<file path="src/rtl/assert_macros.svh">
// assertion macros shared by the rtl of the uri parser
// no dependencies; included by modules that carry concurrent checks
`ifndef ASSERT_MACROS_SVH
`define ASSERT_MACROS_SVH

// plain clocked property, disabled during reset
`define ASSERT_CLK(label, clk, rst_n, prop, msg) \
    label: assert property (@(posedge clk) disable iff (!rst_n) (prop)) else $error(msg);

// same-cycle implication
`define ASSERT_IMPL(label, clk, rst_n, ante, cons, msg) \
    `ASSERT_CLK(label, clk, rst_n, (ante) |-> (cons), msg)

// next-cycle implication
`define ASSERT_NEXT(label, clk, rst_n, ante, cons, msg) \
    `ASSERT_CLK(label, clk, rst_n, (ante) |=> (cons), msg)

`endif

</file>
<file path="src/rtl/ipd_uri_pkg.sv">
// types and constants for the +IPD request uri parser
// no dependencies; used by ipd_request_uri_parser_unit
package ipd_uri_pkg;

    localparam int URI_MAX = 64;
    localparam int CNT_W   = $clog2(URI_MAX + 1);
    localparam int LEN_W   = 7;

    localparam logic [7:0] CH_PLUS  = 8'h2B;
    localparam logic [7:0] CH_COMMA = 8'h2C;
    localparam logic [7:0] CH_COLON = 8'h3A;
    localparam logic [7:0] CH_SLASH = 8'h2F;
    localparam logic [7:0] CH_SPACE = 8'h20;

    localparam int TAG_LEN = 3;

    // element 0 is the first tag byte: 'I', 'P', 'D'
    typedef logic [TAG_LEN-1:0][7:0] tag_t;
    localparam tag_t TAG_EXPECT = {8'h44, 8'h50, 8'h49};

    typedef enum logic [5:0] {
        PH_IDLE    = 6'b000001,
        PH_TAG     = 6'b000010,
        PH_SKIP_ID = 6'b000100,
        PH_SKIP_LN = 6'b001000,
        PH_METHOD  = 6'b010000,
        PH_URI     = 6'b100000
    } phase_t;

    typedef struct packed {
        logic [7:0]       uri_byte;
        logic             uri_end;
        logic [LEN_W-1:0] uri_length;
        logic             uri_truncated;
    } res_t;

endpackage

</file>
<file path="src/rtl/ipd_request_uri_parser_unit.sv">
// +IPD notice parser: streams uri bytes and a closing length transaction
// depends on ipd_uri_pkg and assert_macros.svh
//
//  channel | signals                                          | dir
//  --------+--------------------------------------------------+-----
//  in      | in_valid, in_ready, rx_byte                      | in
//  out     | out_valid, out_ready, uri_byte, uri_end,         | out
//          | uri_length, uri_truncated                        |
//
// one byte per cycle while in_ready is high: the parse state machine updates in the
// cycle a byte is taken and its result is registered into the output stage
// a two-entry output stage (register plus skid) keeps in_ready high for one
// stalled result; in_ready drops only while the skid entry is full
// asynchronous active-low reset returns to idle with empty tag and no results
module ipd_request_uri_parser_unit (
    input  logic                         clk,
    input  logic                         rst_n,
    input  logic                         in_valid,
    output logic                         in_ready,
    input  logic [7:0]                   rx_byte,
    output logic                         out_valid,
    input  logic                         out_ready,
    output logic [7:0]                   uri_byte,
    output logic                         uri_end,
    output logic [ipd_uri_pkg::LEN_W-1:0] uri_length,
    output logic                         uri_truncated
);

    `include "assert_macros.svh"

    ipd_uri_pkg::phase_t                phase_reg, phase_next;
    logic [ipd_uri_pkg::CNT_W-1:0]      count_reg, count_next;
    ipd_uri_pkg::tag_t                  tag_reg, tag_next;
    logic                               ovf_reg, ovf_next;

    ipd_uri_pkg::res_t                  res_c;
    logic                               res_valid_c;
    logic                               accept;
    logic                               res_fire;

    ipd_uri_pkg::res_t                  out_reg;
    logic                               out_valid_reg;
    ipd_uri_pkg::res_t                  skid_reg;
    logic                               skid_valid_reg;

    assign in_ready = !skid_valid_reg;
    assign accept   = in_valid && in_ready;
    assign res_fire = accept && res_valid_c;

    always_comb
    begin
        phase_next  = phase_reg;
        count_next  = count_reg;
        tag_next    = tag_reg;
        ovf_next    = ovf_reg;
        res_valid_c = 1'b0;
        res_c       = '0;
        if (accept)
        begin
            unique case (phase_reg)
                ipd_uri_pkg::PH_TAG:
                begin
                    if (rx_byte == ipd_uri_pkg::CH_COMMA ||
                        count_reg >= ipd_uri_pkg::CNT_W'(ipd_uri_pkg::TAG_LEN))
                    begin
                        count_next = '0;
                        phase_next = (tag_reg == ipd_uri_pkg::TAG_EXPECT) ?
                                     ipd_uri_pkg::PH_SKIP_ID : ipd_uri_pkg::PH_IDLE;
                    end
                    else
                    begin
                        tag_next[count_reg[1:0]] = rx_byte;
                        count_next = count_reg + ipd_uri_pkg::CNT_W'(1);
                    end
                end
                ipd_uri_pkg::PH_SKIP_ID:
                begin
                    if (rx_byte == ipd_uri_pkg::CH_COMMA)
                        phase_next = ipd_uri_pkg::PH_SKIP_LN;
                end
                ipd_uri_pkg::PH_SKIP_LN:
                begin
                    if (rx_byte == ipd_uri_pkg::CH_COLON)
                        phase_next = ipd_uri_pkg::PH_METHOD;
                end
                ipd_uri_pkg::PH_METHOD:
                begin
                    if (rx_byte == ipd_uri_pkg::CH_SLASH)
                        phase_next = ipd_uri_pkg::PH_URI;
                end
                ipd_uri_pkg::PH_URI:
                begin
                    if (rx_byte == ipd_uri_pkg::CH_SPACE)
                    begin
                        res_valid_c         = 1'b1;
                        res_c.uri_end       = 1'b1;
                        res_c.uri_length    = ipd_uri_pkg::LEN_W'(count_reg);
                        res_c.uri_truncated = ovf_reg;
                        phase_next          = ipd_uri_pkg::PH_IDLE;
                        count_next          = '0;
                        ovf_next            = 1'b0;
                    end
                    else if (count_reg < ipd_uri_pkg::CNT_W'(ipd_uri_pkg::URI_MAX))
                    begin
                        res_valid_c    = 1'b1;
                        res_c.uri_byte = rx_byte;
                        count_next     = count_reg + ipd_uri_pkg::CNT_W'(1);
                    end
                    else
                    begin
                        // buffer full: drop the byte and flag the uri as truncated
                        ovf_next = 1'b1;
                    end
                end
                default:
                begin
                    phase_next = ipd_uri_pkg::PH_IDLE;
                    if (rx_byte == ipd_uri_pkg::CH_PLUS)
                    begin
                        phase_next = ipd_uri_pkg::PH_TAG;
                        count_next = '0;
                        ovf_next   = 1'b0;
                    end
                end
            endcase
        end
    end

    always_ff @(posedge clk or negedge rst_n)
    begin
        if (!rst_n)
        begin
            phase_reg <= ipd_uri_pkg::PH_IDLE;
            count_reg <= '0;
            tag_reg   <= '0;
            ovf_reg   <= 1'b0;
        end
        else
        begin
            phase_reg <= phase_next;
            count_reg <= count_next;
            tag_reg   <= tag_next;
            ovf_reg   <= ovf_next;
        end
    end

    // output register with one skid entry behind it
    always_ff @(posedge clk or negedge rst_n)
    begin
        if (!rst_n)
        begin
            out_valid_reg  <= 1'b0;
            skid_valid_reg <= 1'b0;
        end
        else
        begin
            if (!out_valid_reg || out_ready)
            begin
                if (skid_valid_reg)
                begin
                    out_valid_reg  <= 1'b1;
                    skid_valid_reg <= 1'b0;
                end
                else
                begin
                    out_valid_reg <= res_fire;
                end
            end
            else if (res_fire)
            begin
                skid_valid_reg <= 1'b1;
            end
        end
    end

    always_ff @(posedge clk)
    begin
        if (!out_valid_reg || out_ready)
        begin
            if (skid_valid_reg)
                out_reg <= skid_reg;
            else if (res_fire)
                out_reg <= res_c;
        end
        else if (res_fire)
        begin
            skid_reg <= res_c;
        end
    end

    assign out_valid     = out_valid_reg;
    assign uri_byte      = out_reg.uri_byte;
    assign uri_end       = out_reg.uri_end;
    assign uri_length    = out_reg.uri_length;
    assign uri_truncated = out_reg.uri_truncated;

    `ASSERT_IMPL(a_skid_behind_out, clk, rst_n, skid_valid_reg, out_valid_reg,
        "skid entry held while output register empty")
    `ASSERT_NEXT(a_stall_to_skid, clk, rst_n,
        out_valid_reg && !out_ready && res_fire, skid_valid_reg && out_valid_reg,
        "result produced under stall was not kept")
    `ASSERT_IMPL(a_end_byte_zero, clk, rst_n, out_valid_reg && out_reg.uri_end,
        out_reg.uri_byte == 8'h00, "end transaction carries a nonzero byte")
    `ASSERT_IMPL(a_count_bound, clk, rst_n, 1'b1,
        count_reg <= ipd_uri_pkg::CNT_W'(ipd_uri_pkg::URI_MAX),
        "uri count beyond capacity")

endmodule

</file>
<file path="config.mk">
export PLATFORM = sky130hd
export DESIGN_NAME = ipd_request_uri_parser_unit
export DESIGN_NICKNAME = d
export VERILOG_FILES = /design/src/rtl/ipd_uri_pkg.sv /design/src/rtl/ipd_request_uri_parser_unit.sv
export VERILOG_INCLUDE_DIRS = /design/src /design/src/rtl
export SDC_FILE = /design/constraint.sdc
export NUM_CORES = 1
export LEC_CHECK = 0
export BUFFER_PORTS_ARGS = -buffer_cell sky130_fd_sc_hd__buf_2
export CAP_MARGIN = 30
export CORE_ASPECT_RATIO = 0.5
export CORE_MARGIN = 2
export CORE_UTILIZATION = 59
export CTS_BUF_LIST = sky130_fd_sc_hd__clkbuf_16
export DETAILED_ROUTE_END_ITERATION = 16
export GPL_TIMING_DRIVEN = 1
export PLACE_DENSITY = 0.77
export SYNTH_ARGS = -nofsm -noshare
export SYNTH_HDL_FRONTEND = slang
export SYNTH_SLANG_ARGS = --single-unit
</file>
<file path="constraint.sdc">
create_clock -name clk -period 3.1 [get_ports clk]
set_input_delay 0.465 -clock clk [delete_from_list [all_inputs] [get_ports clk]]
set_output_delay 0.465 -clock clk [all_outputs]
set_load 0.01 [all_outputs]
</file>
After elaboration in Yosys (flattened, before gate mapping):

Cells that the tools add are included.

* add/subtract/negate cells: 1
* $lt $le $gt $ge: 4
* equality and inequality tests: 18
* muxes and demuxes: 34
* bitwise operators: 4
* reduce and logical (&&, ||, !) cells: 19

Operators by type and width (count)
* 2-to-1 mux 17 bit: 4
* equality test 8 x 6 -> 1 bit (second input constant): 5
* 2-to-1 mux 6 bit: 5
* one-hot mux 6 bit (5 select lines): 1
* 2-to-1 mux 7 bit: 4
* bitwise mux 24 bit: 1
* equality test 24 x 23 -> 1 bit (second input constant): 1
* 2-to-1 mux 8 bit: 3
* one-hot mux 7 bit (3 select lines): 1
* demux 8 bit (select 2 bit): 1
* 2-to-1 mux 1 bit: 10
* != test 2 bit (second input constant): 5
* 2-to-1 mux 9 bit: 1
* AND reduction 4 bit: 2
* adder 7 x 1 -> 7 bit (second input constant): 1
* >= comparator 7 x 2 -> 1 bit (second input constant): 1
* < comparator 7 bit (second input constant): 1
* equality test 6 x 2 -> 1 bit (second input constant): 1
* equality test 6 x 3 -> 1 bit (second input constant): 1
* equality test 6 x 4 -> 1 bit (second input constant): 1
* equality test 6 x 5 -> 1 bit (second input constant): 1
* equality test 6 bit (second input constant): 1
* != test 3 bit (second input constant): 2
* AND reduction 6 bit: 1
* 15 further kinds: 25

* flip-flop bits (word level): 74
* input bits: 12
* output and inout bits: 19
* logic and storage cells: 96

Depth between registers and ports, before layout:

* depth after elaboration: 8
* depth in mapped cells: 7
* depth with buffers taken out: 7

Worst setup path before layout:

No wires, ideal clock.

* path type: input to register
* start point: input rx_byte[2]
* end point: register skid_reg[0] (netlist name), enable pin
* library setup time: 0.418 ns
* data arrival time: 2.689 ns
* data required time: 2.682 ns
* setup slack: -0.007 ns
* stages: 4
* path buffers: 1
* cell sequence: or4b_4 -> nand2b_1 -> clkbuf_2 -> a211oi_1

* longest elaborated chain between the ends: 6

RTL lines
* start: declaration: line ipd_request_uri_parser_unit.sv:20 `input logic [7:0] rx_byte,`
* equality test 8 x 6 -> 1 bit: line ipd_request_uri_parser_unit.sv:93 `if (rx_byte == ipd_uri_pkg::CH_SPACE)`
* 2-to-1 mux 1 bit: line ipd_request_uri_parser_unit.sv:93
* 2-to-1 mux 1 bit: line ipd_request_uri_parser_unit.sv:60 `unique case (phase_reg)`
* 2-to-1 mux 1 bit: line ipd_request_uri_parser_unit.sv:58 `if (accept)`
* logical AND 1 bit: line ipd_request_uri_parser_unit.sv:48 `assign res_fire = accept && res_valid_c;`
* AND reduction 2 bit (no line)
* end signal: assignment: line ipd_request_uri_parser_unit.sv:187 `skid_reg <= res_c;`
* end: declaration: line ipd_request_uri_parser_unit.sv:43 `ipd_uri_pkg::res_t skid_reg;`

No other way between the ends.
A chain may end at the register's enable or synchronous reset.

Worst setup path after layout:

* start point: register count_reg[0] (netlist name)
* end point: register tag_reg[10] (netlist name)

* longest elaborated chain between the ends: 5
* elaborated cells on any way between the ends: 10
* classes of those cells: order compare: 3; mux: 3; bitwise: 1; reduce/logical: 3

RTL lines
* start: declaration: line ipd_request_uri_parser_unit.sv:32 `logic [ipd_uri_pkg::CNT_W-1:0] count_reg, count_next;`
* start signal: assignment: line ipd_request_uri_parser_unit.sv:141 `count_reg <= count_next;`
* < comparator 2 x 3 -> 1 bit (not written as such) / >= comparator 2 x 1 -> 1 bit (equally long branches): line ipd_request_uri_parser_unit.sv:72 `tag_next[count_reg[1:0]] = rx_byte;`
* logical AND 1 bit (not written as such): line ipd_request_uri_parser_unit.sv:72
* 2-to-1 mux 8 bit (not written as such): line ipd_request_uri_parser_unit.sv:72
* demux 8 bit (select 2 bit): line ipd_request_uri_parser_unit.sv:72
* bitwise mux 24 bit: line ipd_request_uri_parser_unit.sv:72
* end signal: assignment: line ipd_request_uri_parser_unit.sv:142 `tag_reg <= tag_next;`
* end: declaration: line ipd_request_uri_parser_unit.sv:33 `ipd_uri_pkg::tag_t tag_reg, tag_next;`

Several ways; a longest one is shown, not always the timed one.

==> out/metrics.cfg <==
[place]
portBuffers=30
routabilityCongestion=0.904
hpwlAfterDp_um=4720

[synthesis]
yosysSeqAreaShare_pct=59.7
synth.cell_area_um2=3390
synth.distinct_cells=55
synth_fp_nets=272
yosys_warnings=0
yosysTopAreaCellShare_pct=30.1
synth_flop_cell=dfrtp_1
synth_area_leaders=edfxtp_1 30%, dfrtp_1 29%, mux2_2 7.0%
synth_top_cell_by_area=edfxtp_1
synthCells=256
ys_ff_latch=74
synthArstFlopShare_pct=54.1
synth-edff-count=34
syn_avg_cell_area_um2=13.2

[timing]
fin_skew_ns=0.00914
hold_viol_final=0
min_period_ns=2.54
slew_violations=0
max_slew_margin_pct=41.1
fin_crit_sh_pct=81.9
max_freq_mhz=394
setup-tns-final_ns=0
rsz0062_at_grt=no
setup_viol=0
tightestPinTransition_ns=0.884

[clock_tree]
cts_tree=yes
cts_resized=0
hold_buffers=0
cts_buffers=9
worstSkewPairLatency_ns=0.34
cts.sinks=74
clkTransAtPathRegs_ns=0.06
post_cts_buffers=0
ctsRootBufferMaster=clkbuf_16
cts.htree.levels=3
cts_buffer_depth=2

[setup_path]
cp_max_fo=8
crit_start=count_reg[0]
r2r_slack_ns=0.56
arrival_ns=2.76
crit_path_end_kind=flip-flop
critPathLaunchType=flip-flop
worst_ep_required_time_ns=3.32
r2r-start=count_reg[0]
path_class=reg2reg

[final_layout]
ff_latch_area_um2=2020
area_delta_synth_final_pct=16.1
largest_reg_flops=24
multi_input_area_um2=1320
fin_nets=312
nFillCells=387
fin_util_pct=71.3
antenna_cells=0
layout-drive-gt1-share_pct=30.9

[global_route]
grt_pass1_wl_um=11300
grt.met3_usage_pct=9.99
met1_usage_pct=31.1
grt_pass1_vias=2289
grtUsageMet2_pct=35.8
busiest_layer=met2
track_usage_pct=23.6
grt_antenna_before_repair=0
grt.overflow.total=0
grt_start_max_net_pins=41

[route]
dr.pass1.iters=4
final_antenna_net_count=0
drt-wirelength-per-cell_um=18.4
route.detailed.drc=0
vias_per_cell=5.93
via_count=2219
wirelength_um=6890
dr.first_iter.drc_count=160

[outcome]
status=finished clean

[die]
dieArea_um2=6400
fp.coreArea_um2=5520
start_util_pct=61.5
die_w_um=111
core.rowCount=19
fp.dieH_um=57.6
io_pins=31

[power]
powerDensity_nw_per_um2=532
ir_worst_vdd_uv=588
leakagePower_nw=1.90

[run]
maxCapViolations=0

[min_path]
min_path_type=in2async

[worst paths after layout]
kind | depth (start not counted) | to
max in group asynchronous | 1 | tag_reg[3]
min in group clk | 2 | tag_reg[5]
worst min register to register | 1 | tag_reg[0]
worst max-delay path | 7 | tag_reg[10]
worst min-delay path | 1 | tag_reg[22]
worst max register to register | 7 | tag_reg[10]
[cells in the final DEF, fill, tap and decap left out, types with 4 or more instances in the layout]
master     count
ha_1           4
clkbuf_16      9
o31ai_1        5
mux2_4         4
a21oi_1        5
nor2_1        13
a21o_1        17
nor4_1         4
nor3_1         5
mux2_2        21
buf_2         30
inv_1          8
and2_1        14
o21ai_0        8
nand2_1       12
dfrtp_1       39
edfxtp_1      34
nand3_1        7
[synth_stat cells (2+ instances only)]
library cell and number:
nand2b_1 3, inv_1 8, nor2_4 2, o31ai_1 5, o21ai_0 8, ha_1 4, dfrtp_1 39, nor4b_1 3
mux2_4 4, nor2b_1 3, and2_1 14, nor4bb_1 2, a21oi_1 5, nor2_1 13, nand2_1 12, nor4_1 4
nand4b_1 2, nand2_4 3, a21o_1 17, mux2i_1 3, a211oi_1 2, nor3_1 5, mux2_2 21, edfxtp_1 34
clkbuf_1 2, or4_4 2, nand3_1 7, nand3_2 2
[metrics by stage]
| stage | hold slack [ns] | cells | setup slack, ns | power, mW | cell area, um2 |
|---|---|---|---|---|---|
| floorplan | 0.169 | 256 | 0.378 | 1.05 | 3390 |
| global placement | 0.477 | 358 | 0.564 | 1.08 | 3640 |
| detailed placement | 0.486 | 358 | 0.492 | 1.08 | 3640 |
| CTS | 0.275 | 374 | 0.562 | 2.10 | 3940 |
| global route | 0.301 | 374 | 0.471 | 2.17 | 3940 |
| finish | 0.245 | 374 | 0.562 | 2.09 | 3940 |
[logic make-up after synthesis]
family | after synthesis | share of synthesized area (%)
mux | 29 | 9.97
xor+xnor | 1 | 0.258
compound gates | 45 | 9.78
buf+inv | 12 | 1.40
flops | 74 | 59.7
fa+ha+maj | 4 | 1.48
simple gates | 91 | 17.4
[metal layers]
| metal | share of wire, % | up-vias |
|---|---|---|
| met3 | 5.4 | 7 |
| met1 | 47 | 1113 |
| met4 | 1.2 | 0 |
| met2 | 46 | 63 |
| li1 | - | 1036 |
| met5 | 0 | - |
[power breakdown]
| group | switching [mW] | internal (mW) |
|---|---|---|
| logic | 0.0298 | 0.0108 |
| registers | 0.000456 | 1.02 |
| clock network | 0.410 | 0.621 |
| total | 0.440 | 1.65 |
[worst max-delay path, cell delays in order (launching register included)]
cell and delay (ns):
dfrtp_1 0.47, ha_1 0.29, or4_4 0.44, a2111oi_4 0.41, nand3_2 0.14, nor2_4 0.21, nand2_4 0.13, mux2_1 0.33
[area by class of cell]
class                   count  area share, %
flip-flops and latches     74           51.4
multi-input cells         170           33.6
clock buffers               9           5.72
repair buffers             33           4.39
well taps                  73           2.32
clock inverters             7           1.75
inverters                   8          0.763
No activity file was read; power rests on OpenSTA's default activity.
